[config.mk]
export PLATFORM = sky130hd
export DESIGN_NAME = velocity_pid_controller
export DESIGN_NICKNAME = d
export VERILOG_FILES = /design/src/rtl/core/vpid_pkg.sv /design/src/rtl/core/vpid_cfg_regs.sv /design/src/rtl/core/vpid_law.sv /design/src/rtl/core/velocity_pid_controller.sv
export SDC_FILE = /design/constraint.sdc
export NUM_CORES = 2
export LEC_CHECK = 0
export BUFFER_PORTS_ARGS = -buffer_cell sky130_fd_sc_hd__buf_2
export CORE_ASPECT_RATIO = 1.75
export CORE_MARGIN = 2
export CORE_UTILIZATION = 45
export DETAILED_ROUTE_END_ITERATION = 8
export SLEW_MARGIN = 40
export SYNTH_ARGS = -nofsm -noshare
export SYNTH_HDL_FRONTEND = slang
export SYNTH_HIERARCHICAL = 1
export SYNTH_SLANG_ARGS = --single-unit
[constraint.sdc]
create_clock -name clk -period 18.05 [get_ports clk]
set_input_delay 2.7075 -clock clk [delete_from_list [all_inputs] [get_ports clk]]
set_output_delay 2.7075 -clock clk [all_outputs]
set_load 0.02 [all_outputs]
[src/rtl/core/vpid_pkg.sv]
// Shared widths, register indexes and the configuration struct of the velocity PID controller.
package vpid_pkg;

	localparam int SAMPLE_W  = 16;  // measurement and setpoint, signed Q12.4
	localparam int MEAS_FRAC = 4;
	localparam int GAIN_W    = 16;  // gains, unsigned Q8.8
	localparam int GAIN_FRAC = 8;
	localparam int COUNT_W   = 16;
	localparam int LEVEL_W   = 7;
	localparam int LEVEL_MAX = 100;
	localparam int DELTA_LIM = 2 * LEVEL_MAX;

	// error terms carry two extra bits (second difference of the history)
	localparam int ERR_W  = SAMPLE_W + 2;
	localparam int PROD_W = ERR_W + GAIN_W + 1;
	localparam int ACC_W  = PROD_W + 2;
	localparam int SHIFT  = GAIN_FRAC + MEAS_FRAC;
	localparam int DEL_W  = ACC_W - SHIFT;
	localparam int SUM_W  = LEVEL_W + 3;

	localparam int CFG_IDX_W  = 8;
	localparam int CFG_DATA_W = 16;

	localparam logic [CFG_IDX_W-1:0] REG_GAIN_P        = CFG_IDX_W'(0);
	localparam logic [CFG_IDX_W-1:0] REG_GAIN_I        = CFG_IDX_W'(1);
	localparam logic [CFG_IDX_W-1:0] REG_GAIN_D        = CFG_IDX_W'(2);
	localparam logic [CFG_IDX_W-1:0] REG_SAMPLE_PERIOD = CFG_IDX_W'(3);

	localparam logic [GAIN_W-1:0]  GAIN_P_RST        = GAIN_W'(256);
	localparam logic [GAIN_W-1:0]  GAIN_I_RST        = GAIN_W'(0);
	localparam logic [GAIN_W-1:0]  GAIN_D_RST        = GAIN_W'(0);
	localparam logic [COUNT_W-1:0] SAMPLE_PERIOD_RST = COUNT_W'(5);

	typedef struct packed {
		logic [GAIN_W-1:0]  gain_p;
		logic [GAIN_W-1:0]  gain_i;
		logic [GAIN_W-1:0]  gain_d;
		logic [COUNT_W-1:0] sample_period;
	} cfg_t;

endpackage

[src/rtl/core/vpid_cfg_regs.sv]
// Configuration register file of the velocity PID controller.
module vpid_cfg_regs (
	input  logic                             clk,
	input  logic                             arst_n,
	input  logic                             cfg_valid,
	output logic                             cfg_ready,
	input  logic [vpid_pkg::CFG_IDX_W-1:0]   cfg_index,
	input  logic [vpid_pkg::CFG_DATA_W-1:0]  cfg_data,
	output vpid_pkg::cfg_t                   cfg
);

	vpid_pkg::cfg_t cfg_q;

	assign cfg_ready = 1'b1;
	assign cfg      = cfg_q;

	// unknown indexes drop the transfer
	always_ff @(posedge clk or negedge arst_n) begin
		if (!arst_n) begin
			cfg_q.gain_p        <= vpid_pkg::GAIN_P_RST;
			cfg_q.gain_i        <= vpid_pkg::GAIN_I_RST;
			cfg_q.gain_d        <= vpid_pkg::GAIN_D_RST;
			cfg_q.sample_period <= vpid_pkg::SAMPLE_PERIOD_RST;
		end else if (cfg_valid && cfg_ready) begin
			case (cfg_index)
				vpid_pkg::REG_GAIN_P:        cfg_q.gain_p        <= cfg_data;
				vpid_pkg::REG_GAIN_I:        cfg_q.gain_i        <= cfg_data;
				vpid_pkg::REG_GAIN_D:        cfg_q.gain_d        <= cfg_data;
				vpid_pkg::REG_SAMPLE_PERIOD: cfg_q.sample_period <= cfg_data;
				default: ;
			endcase
		end
	end

endmodule

[src/rtl/core/vpid_law.sv]
// Velocity-form control law: three gain products, floor shift and level clamp.
module vpid_law (
	input  logic signed [vpid_pkg::SAMPLE_W-1:0] x,
	input  logic signed [vpid_pkg::SAMPLE_W-1:0] sp,
	input  logic signed [vpid_pkg::SAMPLE_W-1:0] prev,
	input  logic signed [vpid_pkg::SAMPLE_W-1:0] older,
	input  logic [vpid_pkg::LEVEL_W-1:0]         level,
	input  logic                                 en,
	input  vpid_pkg::cfg_t                       cfg,
	output logic [vpid_pkg::LEVEL_W-1:0]         level_next
);

	localparam int ErrW  = vpid_pkg::ERR_W;
	localparam int ProdW = vpid_pkg::PROD_W;
	localparam int AccW  = vpid_pkg::ACC_W;
	localparam int DelW  = vpid_pkg::DEL_W;
	localparam int SumW  = vpid_pkg::SUM_W;
	localparam int GainW = vpid_pkg::GAIN_W;
	localparam int Shift = vpid_pkg::SHIFT;

	localparam logic signed [DelW-1:0] DeltaHi = DelW'(vpid_pkg::DELTA_LIM);
	localparam logic signed [DelW-1:0] DeltaLo = -DeltaHi;
	localparam logic signed [SumW-1:0] SumMax  = SumW'(vpid_pkg::LEVEL_MAX);
	localparam logic [vpid_pkg::LEVEL_W-1:0] LevelMax =
		vpid_pkg::LEVEL_W'(vpid_pkg::LEVEL_MAX);

	logic signed [ErrW-1:0]  x_e, sp_e, prev_e, older_e;
	logic signed [ErrW-1:0]  err_p, err_i, err_d;
	logic signed [GainW:0]   kp, ki, kd;
	logic signed [ProdW-1:0] prod_p, prod_i, prod_d;
	logic signed [AccW-1:0]  acc;
	logic signed [AccW-1:0]  acc_sh;
	logic signed [DelW-1:0]  delta_full;
	logic signed [SumW-1:0]  delta_c;
	logic signed [SumW-1:0]  level_e;
	logic signed [SumW-1:0]  sum;

	assign x_e     = ErrW'(x);
	assign sp_e    = ErrW'(sp);
	assign prev_e  = ErrW'(prev);
	assign older_e = ErrW'(older);

	// proportional and derivative act on the measurement only
	assign err_p = prev_e - x_e;
	assign err_i = sp_e - x_e;
	assign err_d = (prev_e <<< 1) - x_e - older_e;

	assign kp = signed'({1'b0, cfg.gain_p});
	assign ki = signed'({1'b0, cfg.gain_i});
	assign kd = signed'({1'b0, cfg.gain_d});

	assign prod_p = kp * err_p;
	assign prod_i = ki * err_i;
	assign prod_d = kd * err_d;

	assign acc        = AccW'(prod_p) + AccW'(prod_i) + AccW'(prod_d);
	assign acc_sh     = acc >>> Shift;
	assign delta_full = acc_sh[DelW-1:0];
	assign level_e    = signed'(SumW'(level));

	always_comb begin
		if (delta_full > DeltaHi) begin
			delta_c = SumW'(DeltaHi);
		end else if (delta_full < DeltaLo) begin
			delta_c = SumW'(DeltaLo);
		end else begin
			delta_c = delta_full[SumW-1:0];
		end
		sum = level_e + delta_c;
		if (!en) begin
			level_next = '0;
		end else if (sum < 0) begin
			level_next = '0;
		end else if (sum > SumMax) begin
			level_next = LevelMax;
		end else begin
			level_next = sum[vpid_pkg::LEVEL_W-1:0];
		end
	end

endmodule

[src/rtl/core/velocity_pid_controller.sv]
// Velocity-form PID controller: top level with input, state and result registers.
//
// One input transfer is one tick carrying measurement, setpoint and enable.
// Every tick gives exactly one result: drive_level (0..100) and updated,
// which is high when the tick ran a controller update. An update runs once
// sample_period ticks have passed since the previous one.
// An accepted tick is loaded into the input register; unless the result register
// is stalled, its result is then loaded into the result register and out_valid
// rises. Throughput is one tick per cycle while out_ready does not stall it:
// the control law is a single pass of three parallel 17x18 multiplies, an
// add, a shift and a clamp between the input register and the result register.
// When out_ready is low the result holds; the input register still takes one
// more tick and then in_ready drops until the result is taken.
// Configuration writes (index 0..3: gain_p, gain_i, gain_d, sample_period) are
// always ready; other indexes are dropped. Write only while the block is idle.
// Reset clears the history, the level and the tick count, and loads the gain
// and period defaults (1.0, 0, 0, 5).
module velocity_pid_controller (
	input  logic                                 clk,
	input  logic                                 arst_n,
	input  logic                                 cfg_valid,
	output logic                                 cfg_ready,
	input  logic [vpid_pkg::CFG_IDX_W-1:0]       cfg_index,
	input  logic [vpid_pkg::CFG_DATA_W-1:0]      cfg_data,
	input  logic                                 in_valid,
	output logic                                 in_ready,
	input  logic signed [vpid_pkg::SAMPLE_W-1:0] measurement,
	input  logic signed [vpid_pkg::SAMPLE_W-1:0] setpoint,
	input  logic                                 enable,
	output logic                                 out_valid,
	input  logic                                 out_ready,
	output logic [vpid_pkg::LEVEL_W-1:0]         drive_level,
	output logic                                 updated
);

	vpid_pkg::cfg_t cfg;

	logic                                 valid_s1;
	logic signed [vpid_pkg::SAMPLE_W-1:0] meas_s1;
	logic signed [vpid_pkg::SAMPLE_W-1:0] setp_s1;
	logic                                 en_s1;

	logic signed [vpid_pkg::SAMPLE_W-1:0] prev_q;
	logic signed [vpid_pkg::SAMPLE_W-1:0] older_q;
	logic [vpid_pkg::LEVEL_W-1:0]         level_q;
	logic [vpid_pkg::COUNT_W-1:0]         ticks_q;

	logic                                 out_valid_q;
	logic [vpid_pkg::LEVEL_W-1:0]         drive_level_q;
	logic                                 updated_q;

	logic                                 advance;
	logic [vpid_pkg::COUNT_W-1:0]         ticks_inc;
	logic                                 fire;
	logic [vpid_pkg::LEVEL_W-1:0]         law_level;
	logic [vpid_pkg::LEVEL_W-1:0]         level_next;

	vpid_cfg_regs u_cfg (
		.clk       (clk),
		.arst_n    (arst_n),
		.cfg_valid (cfg_valid),
		.cfg_ready (cfg_ready),
		.cfg_index (cfg_index),
		.cfg_data  (cfg_data),
		.cfg       (cfg)
	);

	vpid_law u_law (
		.x          (meas_s1),
		.sp         (setp_s1),
		.prev       (prev_q),
		.older      (older_q),
		.level      (level_q),
		.en         (en_s1),
		.cfg        (cfg),
		.level_next (law_level)
	);

	// the held tick moves on when the result register is free or being drained
	assign advance  = valid_s1 && (!out_valid_q || out_ready);
	assign in_ready = !valid_s1 || advance;

	// saturate the count, then fire once it reaches the period
	assign ticks_inc  = (&ticks_q) ? ticks_q : ticks_q + 1'b1;
	assign fire       = ticks_inc >= cfg.sample_period;
	assign level_next = fire ? law_level : level_q;

	always_ff @(posedge clk or negedge arst_n) begin
		if (!arst_n) begin
			valid_s1 <= 1'b0;
		end else if (in_ready) begin
			valid_s1 <= in_valid;
		end
	end

	always_ff @(posedge clk) begin
		if (in_valid && in_ready) begin
			meas_s1 <= measurement;
			setp_s1 <= setpoint;
			en_s1   <= enable;
		end
	end

	always_ff @(posedge clk or negedge arst_n) begin
		if (!arst_n) begin
			prev_q  <= '0;
			older_q <= '0;
			level_q <= '0;
			ticks_q <= '0;
		end else if (advance) begin
			level_q <= level_next;
			ticks_q <= fire ? '0 : ticks_inc;
			if (fire) begin
				older_q <= prev_q;
				prev_q  <= meas_s1;
			end
		end
	end

	always_ff @(posedge clk or negedge arst_n) begin
		if (!arst_n) begin
			out_valid_q <= 1'b0;
		end else if (advance) begin
			out_valid_q <= 1'b1;
		end else if (out_ready) begin
			out_valid_q <= 1'b0;
		end
	end

	always_ff @(posedge clk) begin
		if (advance) begin
			drive_level_q <= level_next;
			updated_q     <= fire;
		end
	end

	assign out_valid   = out_valid_q;
	assign drive_level = drive_level_q;
	assign updated     = updated_q;

endmodule
==> impl_metrics.toml <==
[logic_synthesis]
syn_area_um2 = 40200
syn_avg_cell_area_um2 = 9.64
synth_cell_type_count = 98
synth_cells = 4166
mappedNetlistNets = 5444
synth_edf_count = 41
ys_seq_area_share_pct = 10.6
synth-async-reset-ratio_pct = 74.7
synth-seq-cells = 162
ys.flop_type = "dfrtp_1"
yosysWarnings = 6

[timing]
hold_viol_final = 0
max_slew_margin_pct = 43.7
finClkSkew_ps = 15.8
setup_violations = 0
finalSetupTns_ps = 0
rsz0062_at_grt = "no"
period_share_pct = 86.7
period_needed_ps = 15660
fmax_mhz = 63.9
slew_viol_final = 0
worst_pin_slew_ps = 845

[setup_path]
endpoint = "drive_level[3]"
cp-startpoint = "meas_s1[0]"
required_ps = 18310
crit_slowest_cell = "a2111oi_1"
path_max_fanout = 16
start_kind = "flop"
end_kind = "flop"
path_common_cell = "fa_1"
rr_startpoint = "meas_s1[0]"
crit_arrival_ps = 15910
r2r_setup_slack_ps = 2390
reg2reg_depth = 58
critical_path_class = "reg2reg"
rr_endpoint = "drive_level[3]"
max_stage_delay_ps = 710

[placed_design]
place.detailed.hpwl_um = 97100
port_buffers = 71
gp_congestion = 0.893

[routing]
wl_per_cell_um = 20.9
drt_pass1_iterations = 5
wl_met3_um = 3800
vias = 28321
vias_per_cell = 5.26
antenna_left = 0
wl_met1_um = 39300
highest_layer = "met5"
wl_met2_um = 62500
drt-total-wl_um = 112000
first_iter_violations = 1049
drc = 0

[floorplan]
die_x_um = 230
start_util_pct = 45.2
core_area_um2 = 88900
dieArea_um2 = 91800
pin_count = 73
fp.dieH_um = 399
std_cell_rows = 145

[global_routing]
track_usage_pct = 25.8
grt_pass1_wl_um = 179000
overflow = 0
grt_max_degree = 66
grt_pass1_vias = 32062
antenna_found_initial = 6

[final_layout]
area_growth_pct = 6.16
final_nets = 5473
final_common_cell = "inv_1"
final_cell_mix = "1065 x inv_1, 861 x fa_1, 448 x nand2_1"
seq_area_um2 = 4260
drive_gt1_share_pct = 8.27
num-fill-cells = 8550
multi_input_area_um2 = 31500

[cts]
htree_levels = 4
clock_latency_ps = 510
holdBufCountCts = 0
cts_tree = "done"
clock-sinks = 162
path_clk_slew_ps = 80
numCtsBuffers = 17
clockBufferDepth = 2
post_cts_resized = 0
cts_root_buffer = "clkbuf_16"
post_cts_buffers = 0

[min_path]
holdCritPathClass = "reg2reg"

[job]
max-cap-violations = 0

[outcome]
outcome = "completed"
==> worst max-delay path: cells and delay by family, from the launching register on <==
kind / cells / cell delay, ps
xor gates and xnor gates: 2 / 290
muxes: 1 / 270
and+or+nand+nor: 15 / 3180
buffers and inverters: 7 / 540
DFF: 1 / 400
adders and majority gates: 14 / 6210
AOI/OAI and AO/OA: 19 / 4500
==> metal layers <==
layer  track usage, %  up-vias
met4             14.3        4
met1             27.1    14870
met5                0        -
met2             49.4      679
li1                 -    12469
met3             3.28      299
==> flip-flops by register name, summed over array words and instances (netlist names) <==
| name | flops |
|---|---|
| prev_q | 16 |
| drive_level | 7 |
| en_s1 | 1 |
| ticks_q | 16 |
| older_q | 16 |
| out_valid | 1 |
| level_q | 7 |
| meas_s1 | 16 |
| valid_s1 | 1 |
| updated | 1 |
| u_cfg/cfg | 64 |
| setp_s1 | 16 |
==> cell families (layout without fill, tap and decap cells) <==
| logic type | after synthesis | count (layout) | share of synthesized area [%] |
|---|---|---|---|
| other | 1 | 2 | 0.00934 |
| and+or+nand+nor | 1120 | 1120 | 14.2 |
| buffers and inverters | 1196 | 1237 | 11.4 |
| adders and majority gates | 1216 | 1216 | 54.0 |
| muxes | 111 | 111 | 3.21 |
| AOI/OAI and AO/OA | 275 | 275 | 4.66 |
| DFF | 162 | 162 | 10.6 |
| xor gates and xnor gates | 85 | 85 | 1.85 |
==> cells in the mapped netlist, types with 4 or more instances <==
library cell,instances,area (µm²)
inv_1,1066,4000
o21bai_1,12,90.1
a21oi_1,67,335
nor3b_1,4,30.0
a21o_1,15,113
xnor2_1,66,578
and2_1,370,2310
nand3b_1,4,30.0
o21ai_1,8,40.0
nand4_1,16,100
o211ai_1,4,30.0
o21ai_0,54,270
buf_2,11,55.1
and3_1,15,93.8
a211oi_1,11,82.6
o21a_1,17,128
nor2b_1,56,350
a22o_1,6,52.6
ha_1,352,4400
nand2b_1,15,93.8
a211o_1,6,52.6
clkbuf_1,108,405
nand2_1,448,1680
xor2_1,19,166
or2_2,13,81.3
o31ai_1,7,52.6
and4_1,4,35.0
a31oi_1,15,93.8
nor2_1,92,345
a21boi_0,6,45.0
mux2_4,11,165
buf_6,7,78.8
mux2_2,99,1110
nand3_1,28,140
fa_1,864,17300
dfrtp_1,118,2950
edfxtp_1,41,1230
nor3_1,22,110
==> per-stage QoR <==
step | util, % | cell area (µm²) | hold slack, ps | worst slack (ps) | std cells
floorplan | - | 40200 | 457 | 4070 | 4166
global placement | 47.3 | 42000 | 486 | 2000 | 5352
detailed placement | 47.3 | 42100 | 491 | 2390 | 5352
CTS | 48.0 | 42600 | 507 | 2310 | 5383
global route | 48.0 | 42600 | 521 | 1320 | 5383
finish | 48.0 | 42600 | 501 | 2390 | 5384
==> final cells by class <==
cell class,instances,area share (%)
clock inverters,14,0.329
repair buffers,140,2.07
diodes,1,0.00587
well taps,1176,3.45
clock buffers,17,0.998
inverters,1066,9.38
multi-input cells,2808,73.8
flip-flops and latches,162,10.0
==> how the worst min path moves through the flow <==
stage,from,to,slack [ps],cells past startpoint
final,valid_s1,out_valid,500,1
after global routing,older_q[15],older_q[15],520,1
after CTS,meas_s1[13],prev_q[13],510,1
after detailed placement,meas_s1[13],prev_q[13],490,1
after global placement,valid_s1,out_valid,490,1
after floorplan,valid_s1,out_valid,460,1
Power is left out: the tool's default activity adds up to more than one toggle a clock period on the data nets, which glitch-free logic cannot reach.
